$ cat src/hdl/rps_pkg.sv
// Shared types and constants for the rotator position servo.
`timescale 1ns / 1ps

package rps_pkg;

  // Angle scale in tenths of a degree
  localparam logic [11:0] FULL_SCALE = 12'd3600;

  // Command codes carried in tuser
  localparam logic [2:0] CMD_TICK = 3'd0;
  localparam logic [2:0] CMD_GOTO = 3'd1;
  localparam logic [2:0] CMD_CW   = 3'd2;
  localparam logic [2:0] CMD_CCW  = 3'd3;
  localparam logic [2:0] CMD_STOP = 3'd4;

  // Drive actions
  localparam logic [1:0] ACT_NONE = 2'd0;
  localparam logic [1:0] ACT_RUN  = 2'd1;
  localparam logic [1:0] ACT_STOP = 2'd2;

  // Drive directions
  localparam logic DIR_CW  = 1'b0;
  localparam logic DIR_CCW = 1'b1;

  // Register indexes (byte address = 4 * index)
  localparam logic [2:0] REG_TICK_PERIOD = 3'd0;
  localparam logic [2:0] REG_TAPER_ZONE  = 3'd1;
  localparam logic [2:0] REG_DEADBAND    = 3'd2;
  localparam logic [2:0] REG_SOFT_LIMIT  = 3'd3;
  localparam logic [2:0] REG_FREQ_MAX    = 3'd4;
  localparam logic [2:0] REG_FREQ_MIN    = 3'd5;

  // Register reset values
  localparam logic [15:0] RST_TICK_PERIOD = 16'd20;
  localparam logic [11:0] RST_TAPER_ZONE  = 12'd100;
  localparam logic [11:0] RST_DEADBAND    = 12'd5;
  localparam logic [10:0] RST_SOFT_LIMIT  = 11'd20;
  localparam logic [15:0] RST_FREQ_MAX    = 16'd10000;
  localparam logic [15:0] RST_FREQ_MIN    = 16'd500;

  // Taper divider widths: 12 x 16 bit product over a 12 bit zone
  localparam int unsigned DVD_W = 28;
  localparam int unsigned DVS_W = 12;
  localparam int unsigned QUO_W = 16;

  typedef enum logic [1:0] {
    MODE_IDLE = 2'd0,
    MODE_GOTO = 2'd1,
    MODE_CW   = 2'd2,
    MODE_CCW  = 2'd3
  } mode_e;

  typedef enum logic [5:0] {
    S_IDLE = 6'b000001,
    S_EVAL = 6'b000010,
    S_MUL  = 6'b000100,
    S_LOAD = 6'b001000,
    S_DIV  = 6'b010000,
    S_EMIT = 6'b100000
  } state_e;

endpackage

$ cat src/hdl/rps_div.sv
// Bit-serial restoring divider for the speed taper, one quotient bit per cycle.
`timescale 1ns / 1ps

module rps_div (
  input  logic                            clk_i,
  input  logic                            rst_ni,
  input  logic                            start_i,
  input  logic [rps_pkg::DVD_W-1:0]       dividend_i,
  input  logic [rps_pkg::DVS_W-1:0]       divisor_i,
  output logic                            done_o,
  output logic [rps_pkg::QUO_W-1:0]       quot_o
);

  logic [rps_pkg::DVS_W-1:0] rem_q, rem_d;
  logic [rps_pkg::QUO_W-1:0] shf_q, shf_d;
  logic [rps_pkg::DVS_W-1:0] dvs_q;
  logic [3:0]                cnt_q;
  logic                      busy_q;
  logic                      done_q;
  logic [rps_pkg::DVS_W:0]   trial;
  logic                      fits;

  // Trial subtract of the divisor from the shifted partial remainder
  always_comb begin
    trial = {rem_q, shf_q[rps_pkg::QUO_W-1]};
    fits  = trial >= {1'b0, dvs_q};
    if (fits) begin
      rem_d = rps_pkg::DVS_W'(trial - {1'b0, dvs_q});
    end else begin
      rem_d = trial[rps_pkg::DVS_W-1:0];
    end
    shf_d = {shf_q[rps_pkg::QUO_W-2:0], fits};
  end

  // Sequence control: sixteen steps, then flag done for one cycle
  always_ff @(posedge clk_i or negedge rst_ni) begin
    if (!rst_ni) begin
      busy_q <= 1'b0;
      done_q <= 1'b0;
      cnt_q  <= '0;
    end else begin
      done_q <= 1'b0;
      if (start_i) begin
        busy_q <= 1'b1;
        cnt_q  <= 4'd15;
      end else if (busy_q) begin
        cnt_q <= cnt_q - 4'd1;
        if (cnt_q == 4'd0) begin
          busy_q <= 1'b0;
          done_q <= 1'b1;
        end
      end
    end
  end

  // Remainder and dividend/quotient shift line
  always_ff @(posedge clk_i) begin
    if (start_i) begin
      // The quotient fits 16 bits, so the upper dividend bits stay below the divisor
      rem_q <= dividend_i[rps_pkg::DVD_W-1:rps_pkg::QUO_W];
      shf_q <= dividend_i[rps_pkg::QUO_W-1:0];
      dvs_q <= divisor_i;
    end else if (busy_q) begin
      rem_q <= rem_d;
      shf_q <= shf_d;
    end
  end

  assign done_o = done_q;
  assign quot_o = shf_q;

endmodule

$ cat src/hdl/rotator_position_servo.sv
// Top level of the rotator position servo with APB register port.
`timescale 1ns / 1ps
// Path: a request passes the evaluate and emit states into the result register;
//   a goto speed in the taper zone adds a multiply, a divider load and the
//   sixteen divider steps. The input is not ready while a request is at work,
//   and the emit state holds until the result register is free.
// Reset: asynchronous, active low; registers to their defaults, mode idle,
//   target and last tick time zero, result register empty.

module rotator_position_servo (
  input  logic        clk_i,
  input  logic        rst_ni,
  input  logic        s_axis_tvalid,
  output logic        s_axis_tready,
  // [15:0] target_angle, [47:16] now_ms, [59:48] position, [63:60] zero
  input  logic [63:0] s_axis_tdata,
  // [2:0] command
  input  logic [2:0]  s_axis_tuser,
  output logic        m_axis_tvalid,
  input  logic        m_axis_tready,
  // [1:0] drive_action, [17:2] drive_freq, [18] drive_dir, [20:19] mode_now,
  // [32:21] target_now, [39:33] zero
  output logic [39:0] m_axis_tdata,
  input  logic        psel,
  input  logic        penable,
  input  logic        pwrite,
  input  logic [4:0]  paddr,
  input  logic [31:0] pwdata,
  output logic [31:0] prdata,
  output logic        pready
);

  rps_pkg::state_e state_q, state_d;
  rps_pkg::mode_e  mode_q, mode_d;
  logic [11:0]     target_q, target_d;
  logic [31:0]     last_tick_q, last_tick_d;

  logic [15:0] tick_period_q;
  logic [11:0] taper_zone_q;
  logic [11:0] deadband_q;
  logic [10:0] soft_limit_q;
  logic [15:0] freq_max_q;
  logic [15:0] freq_min_q;

  logic [2:0]  cmd_q;
  logic [15:0] tang_q;
  logic [31:0] now_q;
  logic [11:0] pos_q;

  logic [11:0] abs_err_q, abs_err_d;
  logic [15:0] span_q, span_d;
  logic [27:0] prod_q;
  logic [1:0]  act_q, act_d;
  logic [15:0] freq_q, freq_d;
  logic        dir_q, dir_d;

  logic        out_valid_q;
  logic [39:0] out_data_q;

  logic        accept;
  logic        cfg_wr;
  logic        out_free;
  logic        div_start;
  logic        div_done;
  logic [15:0] div_quot;

  logic [31:0] elapsed;
  logic        tick_ok;
  logic [12:0] err;
  logic [11:0] abs_err;
  logic [11:0] goto_tgt;
  logic [11:0] cw_limit;

  assign accept        = s_axis_tvalid && s_axis_tready;
  assign s_axis_tready = (state_q == rps_pkg::S_IDLE);
  assign pready        = 1'b1;
  assign cfg_wr        = psel && penable && pwrite && pready;
  assign out_free      = !out_valid_q || m_axis_tready;

  // Register writes
  always_ff @(posedge clk_i or negedge rst_ni) begin
    if (!rst_ni) begin
      tick_period_q <= rps_pkg::RST_TICK_PERIOD;
      taper_zone_q  <= rps_pkg::RST_TAPER_ZONE;
      deadband_q    <= rps_pkg::RST_DEADBAND;
      soft_limit_q  <= rps_pkg::RST_SOFT_LIMIT;
      freq_max_q    <= rps_pkg::RST_FREQ_MAX;
      freq_min_q    <= rps_pkg::RST_FREQ_MIN;
    end else if (cfg_wr) begin
      case (paddr[4:2])
        rps_pkg::REG_TICK_PERIOD: tick_period_q <= pwdata[15:0];
        rps_pkg::REG_TAPER_ZONE:  taper_zone_q  <= pwdata[11:0];
        rps_pkg::REG_DEADBAND:    deadband_q    <= pwdata[11:0];
        rps_pkg::REG_SOFT_LIMIT:  soft_limit_q  <= pwdata[10:0];
        rps_pkg::REG_FREQ_MAX:    freq_max_q    <= pwdata[15:0];
        rps_pkg::REG_FREQ_MIN:    freq_min_q    <= pwdata[15:0];
        default: ;
      endcase
    end
  end

  // Register read-back
  always_comb begin
    case (paddr[4:2])
      rps_pkg::REG_TICK_PERIOD: prdata = {16'd0, tick_period_q};
      rps_pkg::REG_TAPER_ZONE:  prdata = {20'd0, taper_zone_q};
      rps_pkg::REG_DEADBAND:    prdata = {20'd0, deadband_q};
      rps_pkg::REG_SOFT_LIMIT:  prdata = {21'd0, soft_limit_q};
      rps_pkg::REG_FREQ_MAX:    prdata = {16'd0, freq_max_q};
      rps_pkg::REG_FREQ_MIN:    prdata = {16'd0, freq_min_q};
      default:                  prdata = 32'd0;
    endcase
  end

  // Error, clamp and limit terms from the held request
  always_comb begin
    elapsed  = now_q - last_tick_q;
    tick_ok  = elapsed >= {16'd0, tick_period_q};
    err      = {1'b0, target_q} - {1'b0, pos_q};
    abs_err  = err[12] ? 12'(-err) : err[11:0];
    cw_limit = rps_pkg::FULL_SCALE - {1'b0, soft_limit_q};
    if (tang_q[15]) begin
      goto_tgt = 12'd0;
    end else if (tang_q > {4'd0, rps_pkg::FULL_SCALE}) begin
      goto_tgt = rps_pkg::FULL_SCALE;
    end else begin
      goto_tgt = tang_q[11:0];
    end
    if (freq_min_q > freq_max_q) begin
      span_d = 16'd0;
    end else begin
      span_d = freq_max_q - freq_min_q;
    end
  end

  // Sequencer: decide, then for a goto tick inside the taper zone run the taper through the serial divider
  always_comb begin
    state_d     = state_q;
    mode_d      = mode_q;
    target_d    = target_q;
    last_tick_d = last_tick_q;
    act_d       = act_q;
    freq_d      = freq_q;
    dir_d       = dir_q;
    abs_err_d   = abs_err_q;
    div_start   = 1'b0;
    case (state_q)
      rps_pkg::S_IDLE: begin
        if (s_axis_tvalid) begin
          state_d = rps_pkg::S_EVAL;
        end
      end
      rps_pkg::S_EVAL: begin
        act_d     = rps_pkg::ACT_NONE;
        freq_d    = 16'd0;
        dir_d     = rps_pkg::DIR_CW;
        abs_err_d = abs_err;
        state_d   = rps_pkg::S_EMIT;
        case (cmd_q)
          rps_pkg::CMD_GOTO: begin
            target_d = goto_tgt;
            mode_d   = rps_pkg::MODE_GOTO;
          end
          rps_pkg::CMD_CW:  mode_d = rps_pkg::MODE_CW;
          rps_pkg::CMD_CCW: mode_d = rps_pkg::MODE_CCW;
          rps_pkg::CMD_STOP: begin
            mode_d = rps_pkg::MODE_IDLE;
            act_d  = rps_pkg::ACT_STOP;
          end
          rps_pkg::CMD_TICK: begin
            if (tick_ok) begin
              last_tick_d = now_q;
              case (mode_q)
                rps_pkg::MODE_GOTO: begin
                  if (abs_err <= deadband_q) begin
                    mode_d = rps_pkg::MODE_IDLE;
                    act_d  = rps_pkg::ACT_STOP;
                  end else begin
                    act_d = rps_pkg::ACT_RUN;
                    dir_d = err[12] ? rps_pkg::DIR_CCW : rps_pkg::DIR_CW;
                    if (abs_err >= taper_zone_q) begin
                      freq_d = freq_max_q;
                    end else begin
                      state_d = rps_pkg::S_MUL;
                    end
                  end
                end
                rps_pkg::MODE_CW: begin
                  if (pos_q >= cw_limit) begin
                    mode_d = rps_pkg::MODE_IDLE;
                    act_d  = rps_pkg::ACT_STOP;
                  end else begin
                    act_d  = rps_pkg::ACT_RUN;
                    freq_d = freq_max_q;
                    dir_d  = rps_pkg::DIR_CW;
                  end
                end
                rps_pkg::MODE_CCW: begin
                  if (pos_q <= {1'b0, soft_limit_q}) begin
                    mode_d = rps_pkg::MODE_IDLE;
                    act_d  = rps_pkg::ACT_STOP;
                  end else begin
                    act_d  = rps_pkg::ACT_RUN;
                    freq_d = freq_max_q;
                    dir_d  = rps_pkg::DIR_CCW;
                  end
                end
                default: ;
              endcase
            end
          end
          default: ;
        endcase
      end
      rps_pkg::S_MUL: begin
        state_d = rps_pkg::S_LOAD;
      end
      rps_pkg::S_LOAD: begin
        div_start = 1'b1;
        state_d   = rps_pkg::S_DIV;
      end
      rps_pkg::S_DIV: begin
        if (div_done) begin
          freq_d  = freq_min_q + div_quot;
          state_d = rps_pkg::S_EMIT;
        end
      end
      rps_pkg::S_EMIT: begin
        if (out_free) begin
          state_d = rps_pkg::S_IDLE;
        end
      end
      default: state_d = rps_pkg::S_IDLE;
    endcase
  end

  // Control state and servo state
  always_ff @(posedge clk_i or negedge rst_ni) begin
    if (!rst_ni) begin
      state_q     <= rps_pkg::S_IDLE;
      mode_q      <= rps_pkg::MODE_IDLE;
      target_q    <= 12'd0;
      last_tick_q <= 32'd0;
      out_valid_q <= 1'b0;
    end else begin
      state_q     <= state_d;
      mode_q      <= mode_d;
      target_q    <= target_d;
      last_tick_q <= last_tick_d;
      if (state_q == rps_pkg::S_EMIT && out_free) begin
        out_valid_q <= 1'b1;
      end else if (m_axis_tready) begin
        out_valid_q <= 1'b0;
      end
    end
  end

  // Hold request fields and working values
  always_ff @(posedge clk_i) begin
    if (accept) begin
      cmd_q  <= s_axis_tuser;
      tang_q <= s_axis_tdata[15:0];
      now_q  <= s_axis_tdata[47:16];
      pos_q  <= s_axis_tdata[59:48];
    end
    if (state_q == rps_pkg::S_EVAL) begin
      span_q <= span_d;
    end
    if (state_q == rps_pkg::S_MUL) begin
      prod_q <= 28'(abs_err_q) * 28'(span_q);
    end
    abs_err_q <= abs_err_d;
    act_q     <= act_d;
    freq_q    <= freq_d;
    dir_q     <= dir_d;
    if (state_q == rps_pkg::S_EMIT && out_free) begin
      out_data_q <= {7'd0, target_q, mode_q, dir_q, freq_q, act_q};
    end
  end

  // Serial divider for the taper quotient
  rps_div u_div (
    .clk_i      (clk_i),
    .rst_ni     (rst_ni),
    .start_i    (div_start),
    .dividend_i (prod_q),
    .divisor_i  (taper_zone_q),
    .done_o     (div_done),
    .quot_o     (div_quot)
  );

  assign m_axis_tvalid = out_valid_q;
  assign m_axis_tdata  = out_data_q;

  // An accepted request is always evaluated next
  assert property (@(posedge clk_i) disable iff (!rst_ni)
    accept |=> state_q == rps_pkg::S_EVAL)
    else $error("accepted request not evaluated");

  // The divider finishes only while the sequencer waits on it
  assert property (@(posedge clk_i) disable iff (!rst_ni)
    div_done |-> state_q == rps_pkg::S_DIV)
    else $error("divider done outside divide wait");

  // A result appears only from the emit step
  assert property (@(posedge clk_i) disable iff (!rst_ni)
    $rose(m_axis_tvalid) |-> $past(state_q == rps_pkg::S_EMIT))
    else $error("result valid without emit");

  // A loaded result frees the sequencer
  assert property (@(posedge clk_i) disable iff (!rst_ni)
    (state_q == rps_pkg::S_EMIT && out_free) |=>
      (state_q == rps_pkg::S_IDLE && out_valid_q))
    else $error("emit did not load result");

  // Stored target never leaves the angle range
  assert property (@(posedge clk_i) disable iff (!rst_ni)
    target_q <= rps_pkg::FULL_SCALE)
    else $error("target out of range");

endmodule
$ cat config.mk
export PLATFORM = sky130hd
export DESIGN_NAME = rotator_position_servo
export DESIGN_NICKNAME = d
export VERILOG_FILES = /design/src/hdl/rps_pkg.sv /design/src/hdl/rps_div.sv /design/src/hdl/rotator_position_servo.sv
export SDC_FILE = /design/constraint.sdc
export NUM_CORES = 1
export LEC_CHECK = 0
export ABC_CLOCK_PERIOD_IN_PS = 12900
export BUFFER_PORTS_ARGS = -buffer_cell sky130_fd_sc_hd__buf_2
export CORE_ASPECT_RATIO = 1.4
export CORE_UTILIZATION = 30
export DETAILED_ROUTE_END_ITERATION = 6
export HOLD_SLACK_MARGIN = 0.08
export PLACE_DENSITY = 0.56
export SLEW_MARGIN = 20
export SYNTH_ARGS = -nofsm -noshare
export SYNTH_HDL_FRONTEND = slang
export SYNTH_HIERARCHICAL = 1
export SYNTH_SLANG_ARGS = --single-unit
export TNS_END_PERCENT = 5
$ cat constraint.sdc
create_clock -name clk_i -period 12.9 [get_ports clk_i]
set_clock_uncertainty 0.05 [all_clocks]
set_input_delay 0.645 -clock clk_i [delete_from_list [all_inputs] [get_ports clk_i]]
set_output_delay 0.645 -clock clk_i [all_outputs]
set_load 0.05 [all_outputs]
After elaboration in Yosys (flattened, before gate mapping)
Index checks and enable logic that the tools add are counted.

operators by class
  $add $sub $neg = 8
  equality and inequality tests = 26
  reduce and logical (&&, ||, !) cells = 25
  multiply operators = 1
  mux-type cells = 54
  magnitude comparators = 8

operators by type and width
  operator                                               number
  2-to-1 mux 16 bit                                      9
  one-hot mux 16 bit (6 select lines)                    1
  2-to-1 mux 12 bit                                      6
  2-to-1 mux 6 bit                                       8
  one-hot mux 16 bit (3 select lines)                    1
  one-hot mux 6 bit (6 select lines)                     1
  greater-or-equal comparator 32 x 16 -> 1 bit           1
  one-hot mux 16 bit (2 select lines)                    1
  subtractor 32 bit                                      1
  multiplier 12 x 16 -> 28 bit                           1
  greater-or-equal comparator 12 bit                     2
  AND reduction 2 bit                                    9
  adder 16 bit                                           1
  > comparator 16 x 12 -> 1 bit (second input constant)  1
  > comparator 16 bit                                    1
  2-to-1 mux 2 bit                                       8
  subtractor 16 bit                                      1
  greater-or-equal comparator 13 x 12 -> 1 bit           1
  subtractor 12 x 12 -> 13 bit                           1
  equality test 3 x 2 -> 1 bit (second input constant)   4
  <= comparator 12 x 11 -> 1 bit                         1
  <= comparator 12 bit                                   1
  2-to-1 mux 1 bit                                       12
  negation 12 bit                                        1
  other kinds (31)                                       48

storage, ports and cells
  register bits after elaboration = 353
  logic and storage cells = 150
  input port bits = 111
  output and inout bits = 75

Longest topological paths before layout
  depth after elaboration = 10
  depth in mapped cells = 27
  mapped depth without buffers = 26

Cells and area by module
The synthesis kept the hierarchy.

modules (own cells, without submodules)
  module                  area an instance (µm²)  instances  seq. area each (µm²)  cells each
  rotator_position_servo  23115.9                 1          8564.5                2217
  rps_div                 2627.5                  1          1351.3                223

Worst setup path after synthesis
No wires, ideal clock.

  kind = reg2reg
  start point = reg abs_err_q[5]
  end point = reg prod_q[26], data pin
  setup time = 259 ps
  cell stages (with the launch flop) = 22
  data required time = 12591 ps
  path slack = 6839 ps
  clock period less this slack = 6061 ps
  buffers on the path = 1
  arrival time = 5752 ps
  cells stage by stage = edfxtp_1 > clkbuf_1 > nand2_1 > fa_1 > inv_1 > fa_1 > inv_1 > fa_1 > inv_1 > fa_1 > fa_1 > ha_1 > or2_2 > o311ai_1 > a21oi_1 > o41ai_1 > o211ai_1 > a31oi_1 > nor2b_1 > o21a_1 > o211ai_1 > xnor2_1

on the way
  longest elaborated chain between the ends = 1

RTL lines
  item                          line                           text
  start: declaration            rotator_position_servo.sv:50   logic [11:0] abs_err_q, abs_err_d;
  start signal: assignment      rotator_position_servo.sv:272  abs_err_q <= abs_err_d;
  multiplier 12 x 16 -> 28 bit  rotator_position_servo.sv:270  prod_q <= 28'(abs_err_q) * 28'(span_q);
  end signal: assignment        rotator_position_servo.sv:270
  end: declaration              rotator_position_servo.sv:52   logic [27:0] prod_q;

Every way passes these cells.
A chain may end at the register's enable or synchronous reset.

Final worst setup path
Ends and elaborated chain as after synthesis.

==> summary.txt <==
=================================================================================
Result of the run .................................................. complete, no violations
Port Buffer Count ..................................................          139
R2R setup slack ....................................................      5.99 ns
Die outline width ..................................................     249.6 µm
Area of all sequential standard cells .............................. 0.009916 mm²
Number of antenna violations at the first check in global routing ..            5
Wire length of the first global-routing pass .......................     107.3 mm
Vias in the first global route .....................................       18.58k
Endpoint type of the worst setup path ..............................    flip-flop
Post-CTS setup buffers .............................................            0
Pin count of the biggest net entering global routing ...............           84
Critical R2R Launch ................................................ abs_err_q[5]
Final Slew Violations ..............................................            0
GRT Total Usage ....................................................       16.01%
TritonCTS clock tree ...............................................        built
# rows .............................................................          126
Avg Inst Size Synth ................................................    10.55 µm²
Synth Instances ....................................................        2,440
Total of cells resized after clock tree synthesis ..................            0
Clock Sinks ........................................................          353
Total wirelength of the detailed-routed design .....................     68.95 mm
DRC Markers ........................................................            0
Vias ...............................................................       18.05k
Final-stage net count ..............................................        3,026
Count of TritonRoute iterations in the first routing pass ..........            7
Relative area change from synthesis to final layout ................       11.84%
Worst r2r path cells ...............................................           20
Number of nets with antenna violations after routing ...............            0
Starting density of the core .......................................       30.41%
Final period utilization ...........................................       53.58%
Number of warnings printed during yosys synthesis ..................            6
Total congestion overflow after global routing .....................            0
Register clock-pin slew on the reported worst setup and hold paths .      0.07 ns
Number of synthesized register bits ................................          353
Rel. slew slack ....................................................       40.60%
Post-synth design cell area ........................................  0.02574 mm²
Count of flip-flops with a built-in enable after synthesis .........          211
Final hold viol count ..............................................            0
Die outline height .................................................     348.6 µm
Root buffer cell ................................................... sky130_fd_sc_hd__clkbuf_16
Unrepaired setup endpoints after global routing ....................        false
Placer Congestion ..................................................       0.8737
Destination of the worst register-to-register timing path ..........   prod_q[26]
Worst hold endpoint ................................................     pos_q[9]
CP Data Required Time ..............................................     13.16 ns
Fin Setup TNS ......................................................         0 ns
Sum of net half-perimeters after detailed placement ................     53.64 mm
Start point of the worst hold path ................................. s_axis_tdata[57]
Upper clock frequency limit ........................................    144.7 MHz
Number of stages on the worst hold path ............................            1
Clock buffer count from CTS ........................................           37
Smallest setup slack after layout ..................................     5.989 ns
Via count normalized by instance count .............................        4.923
Max-cap violations .................................................            0
Multi-input gate area ..............................................  0.01428 mm²
WP data arrival ....................................................      7.17 ns
Share of layout cells above drive strength 1 .......................       14.12%
Most used flip-flop cell after synthesis ........................... sky130_fd_sc_hd__edfxtp_1
Max Buffers Root-to-Sink ...........................................            3
Hold Path Class ....................................................       in2reg
Share of the core filled with cells in the final layout ............       34.01%
Die ar. ............................................................  0.08700 mm²
Post-placement setup slack .........................................     5.975 ns
Transition time at the pin with the least slew margin ..............    0.8842 ns
Period minus WS final ..............................................     6.911 ns
Number of failing setup endpoints in the final timing report .......            0
DR WL/cell .........................................................     18.80 µm
Count of H-tree levels built during CTS ............................            2
Latest clock arrival within the worst-skew pair ....................      0.58 ns
Total I/O pin count ................................................          186
Worst Path Class, Setup ............................................      reg2reg
Detailed router's first-iteration violation count ..................        1,010
Hold buffer count at CTS ...........................................            1
Netlist cell types .................................................           83
Post-synth ARST share ..............................................       40.23%
Startpoint Class ...................................................    flip-flop
Fraction of the yosys area taken by sequential cells ...............       38.52%
Filler cell count in the final layout ..............................        8,549
Std-Cell Core Area .................................................  0.08466 mm²
Min Hold Slack .....................................................    0.1775 ns
Critical path fanouts, max .........................................           16
=================================================================================
[metrics by stage]
| step | cell area (µm²) | instances |
|---|---|---|
| finish | 28790 | 3667 |
| global route | 28790 | 3666 |
| CTS | 28790 | 3666 |
| detailed placement | 27500 | 3597 |
| global placement | 27500 | 3597 |
| floorplan | 25830 | 2462 |
[kinds of logic (layout without fill, tap and decap cells)]
logic type      count (synthesis)  in the layout  share of synthesized area, %
simple gates                  630            630                         11.90
compound gates                453            453                         11.72
buf+inv                       411            527                         6.527
fa+ha+maj                     366            366                         22.02
flops                         353            353                         38.52
mux                           121            121                         5.745
xor+xnor                      104            104                         3.538
other cells                     2             25                       0.02917
[layer usage]
metal / track usage [%] / wire length, µm / vias up
li1: - / - / 8611
met1: 18.25 / 27390 / 8948
met2: 30.52 / 36880 / 387
met3: 1.857 / 2420 / 104
met4: 5.543 / 2245 / 2
met5: 0 / 8 / -
[worst max-delay path: stages (launching register included)]
cell                       delay [ns]
sky130_fd_sc_hd__edfxtp_1        0.75
sky130_fd_sc_hd__nand2_1         0.17
sky130_fd_sc_hd__fa_1            0.56
sky130_fd_sc_hd__inv_1           0.05
sky130_fd_sc_hd__fa_1            0.50
sky130_fd_sc_hd__inv_1           0.06
sky130_fd_sc_hd__fa_1            0.49
sky130_fd_sc_hd__inv_1           0.07
sky130_fd_sc_hd__fa_1            0.52
sky130_fd_sc_hd__fa_1            0.51
sky130_fd_sc_hd__ha_1            0.26
sky130_fd_sc_hd__or2_2           0.32
sky130_fd_sc_hd__o311ai_1        0.34
sky130_fd_sc_hd__a21oi_1         0.15
sky130_fd_sc_hd__o41ai_1         0.70
sky130_fd_sc_hd__o211ai_1        0.22
sky130_fd_sc_hd__a31oi_1         0.32
sky130_fd_sc_hd__nor2b_1         0.08
sky130_fd_sc_hd__o21a_1          0.20
sky130_fd_sc_hd__o211ai_1        0.21
sky130_fd_sc_hd__xnor2_1         0.10
[flip-flops by register name, indices dropped and copies added (netlist names), 16 cells and up]
| register | count |
|---|---|
| freq_q | 16 |
| freq_max_q | 16 |
| last_tick_q | 32 |
| m_axis_tdata | 33 |
| freq_min_q | 16 |
| prod_q | 28 |
| span_q | 16 |
| tick_period_q | 16 |
| u_div/quot_o | 16 |
| tang_q | 16 |
| now_q | 32 |
[cells in the mapped netlist (7+ instances only)]
master / n / area [µm²]
sky130_fd_sc_hd__inv_1: 306 / 1149
sky130_fd_sc_hd__nand2_1: 255 / 957.2
sky130_fd_sc_hd__ha_1: 221 / 2765
sky130_fd_sc_hd__edfxtp_1: 211 / 6336
sky130_fd_sc_hd__fa_1: 145 / 2903
sky130_fd_sc_hd__dfrtp_1: 121 / 3028
sky130_fd_sc_hd__o21ai_0: 110 / 550.5
sky130_fd_sc_hd__nor2_1: 96 / 360.4
sky130_fd_sc_hd__a21oi_1: 94 / 470.5
sky130_fd_sc_hd__and2_1: 77 / 481.7
sky130_fd_sc_hd__mux2_2: 73 / 822.0
sky130_fd_sc_hd__xnor2_1: 65 / 569.3
sky130_fd_sc_hd__clkbuf_1: 64 / 240.2
sky130_fd_sc_hd__a21o_1: 51 / 382.9
sky130_fd_sc_hd__xor2_1: 39 / 341.6
sky130_fd_sc_hd__nor3_1: 37 / 185.2
sky130_fd_sc_hd__nor2b_1: 32 / 200.2
sky130_fd_sc_hd__mux2_4: 27 / 405.4
sky130_fd_sc_hd__nand2b_1: 26 / 162.7
sky130_fd_sc_hd__nand3_1: 25 / 125.1
sky130_fd_sc_hd__a22o_1: 24 / 210.2
sky130_fd_sc_hd__buf_4: 24 / 180.2
sky130_fd_sc_hd__o21a_1: 22 / 165.2
sky130_fd_sc_hd__dfstp_2: 21 / 551.8
sky130_fd_sc_hd__a22oi_1: 19 / 142.6
sky130_fd_sc_hd__nand4_1: 17 / 106.4
sky130_fd_sc_hd__mux2i_1: 15 / 150.1
sky130_fd_sc_hd__a211oi_1: 13 / 97.59
sky130_fd_sc_hd__o22ai_1: 13 / 81.33
sky130_fd_sc_hd__a31oi_1: 12 / 75.07
sky130_fd_sc_hd__or3_1: 11 / 68.82
sky130_fd_sc_hd__or2_2: 10 / 62.56
sky130_fd_sc_hd__o2111ai_1: 9 / 78.83
sky130_fd_sc_hd__and3_1: 8 / 50.05
sky130_fd_sc_hd__o21bai_1: 8 / 60.06
sky130_fd_sc_hd__o31ai_1: 8 / 60.06
sky130_fd_sc_hd__a21boi_0: 7 / 52.55
sky130_fd_sc_hd__o211ai_1: 7 / 52.55
[cell type report]
| class | count | area share (%) |
|---|---|---|
| Antenna cell | 1 | 0.008691 |
| Clock buffer | 46 | 3.511 |
| Clock inverter | 22 | 0.9213 |
| Inverter | 306 | 3.989 |
| Multi-Input combinational cell | 1698 | 49.59 |
| Sequential cell | 353 | 34.44 |
| Tap cell | 1088 | 4.728 |
| Timing Repair Buffer | 153 | 2.812 |
[worst max path at each step]
stage                            start          to  cells past startpoint
after floorplan           abs_err_q[5]  prod_q[26]                     21
after global routing      abs_err_q[5]  prod_q[26]                     20
after global placement    abs_err_q[5]  prod_q[26]                     20
after CTS                 abs_err_q[5]  prod_q[26]                     20
final                     abs_err_q[5]  prod_q[26]                     20
after detailed placement  abs_err_q[5]  prod_q[26]                     20
[cells in the final DEF (no fill, tap or decap), types with 13 or more instances in the layout]
cell                        instances
sky130_fd_sc_hd__nand2_1          255
sky130_fd_sc_hd__nand4_1           17
sky130_fd_sc_hd__and2_1            76
sky130_fd_sc_hd__nand3_1           25
sky130_fd_sc_hd__o22ai_1           13
sky130_fd_sc_hd__xnor2_1           65
sky130_fd_sc_hd__mux2_4            27
sky130_fd_sc_hd__nand2b_1          26
sky130_fd_sc_hd__fa_1             145
sky130_fd_sc_hd__a21oi_1           93
sky130_fd_sc_hd__ha_1             221
sky130_fd_sc_hd__inv_1            306
sky130_fd_sc_hd__a211oi_1          13
sky130_fd_sc_hd__edfxtp_1         211
sky130_fd_sc_hd__a21o_1            51
sky130_fd_sc_hd__conb_1            24
sky130_fd_sc_hd__nor3_1            35
sky130_fd_sc_hd__buf_2            138
sky130_fd_sc_hd__dfstp_2           21
sky130_fd_sc_hd__buf_4             13
sky130_fd_sc_hd__a22oi_1           19
sky130_fd_sc_hd__nor2b_1           32
sky130_fd_sc_hd__xor2_1            39
sky130_fd_sc_hd__a22o_1            24
sky130_fd_sc_hd__mux2i_1           15
sky130_fd_sc_hd__o21ai_0          110
sky130_fd_sc_hd__nor2_1            94
sky130_fd_sc_hd__clkbuf_16         38
sky130_fd_sc_hd__mux2_2            73
sky130_fd_sc_hd__dfrtp_1          121
sky130_fd_sc_hd__o21a_1            22
Power is not shown: default switching activity piles up to over one toggle a cycle in this logic, so the estimate is an artifact.
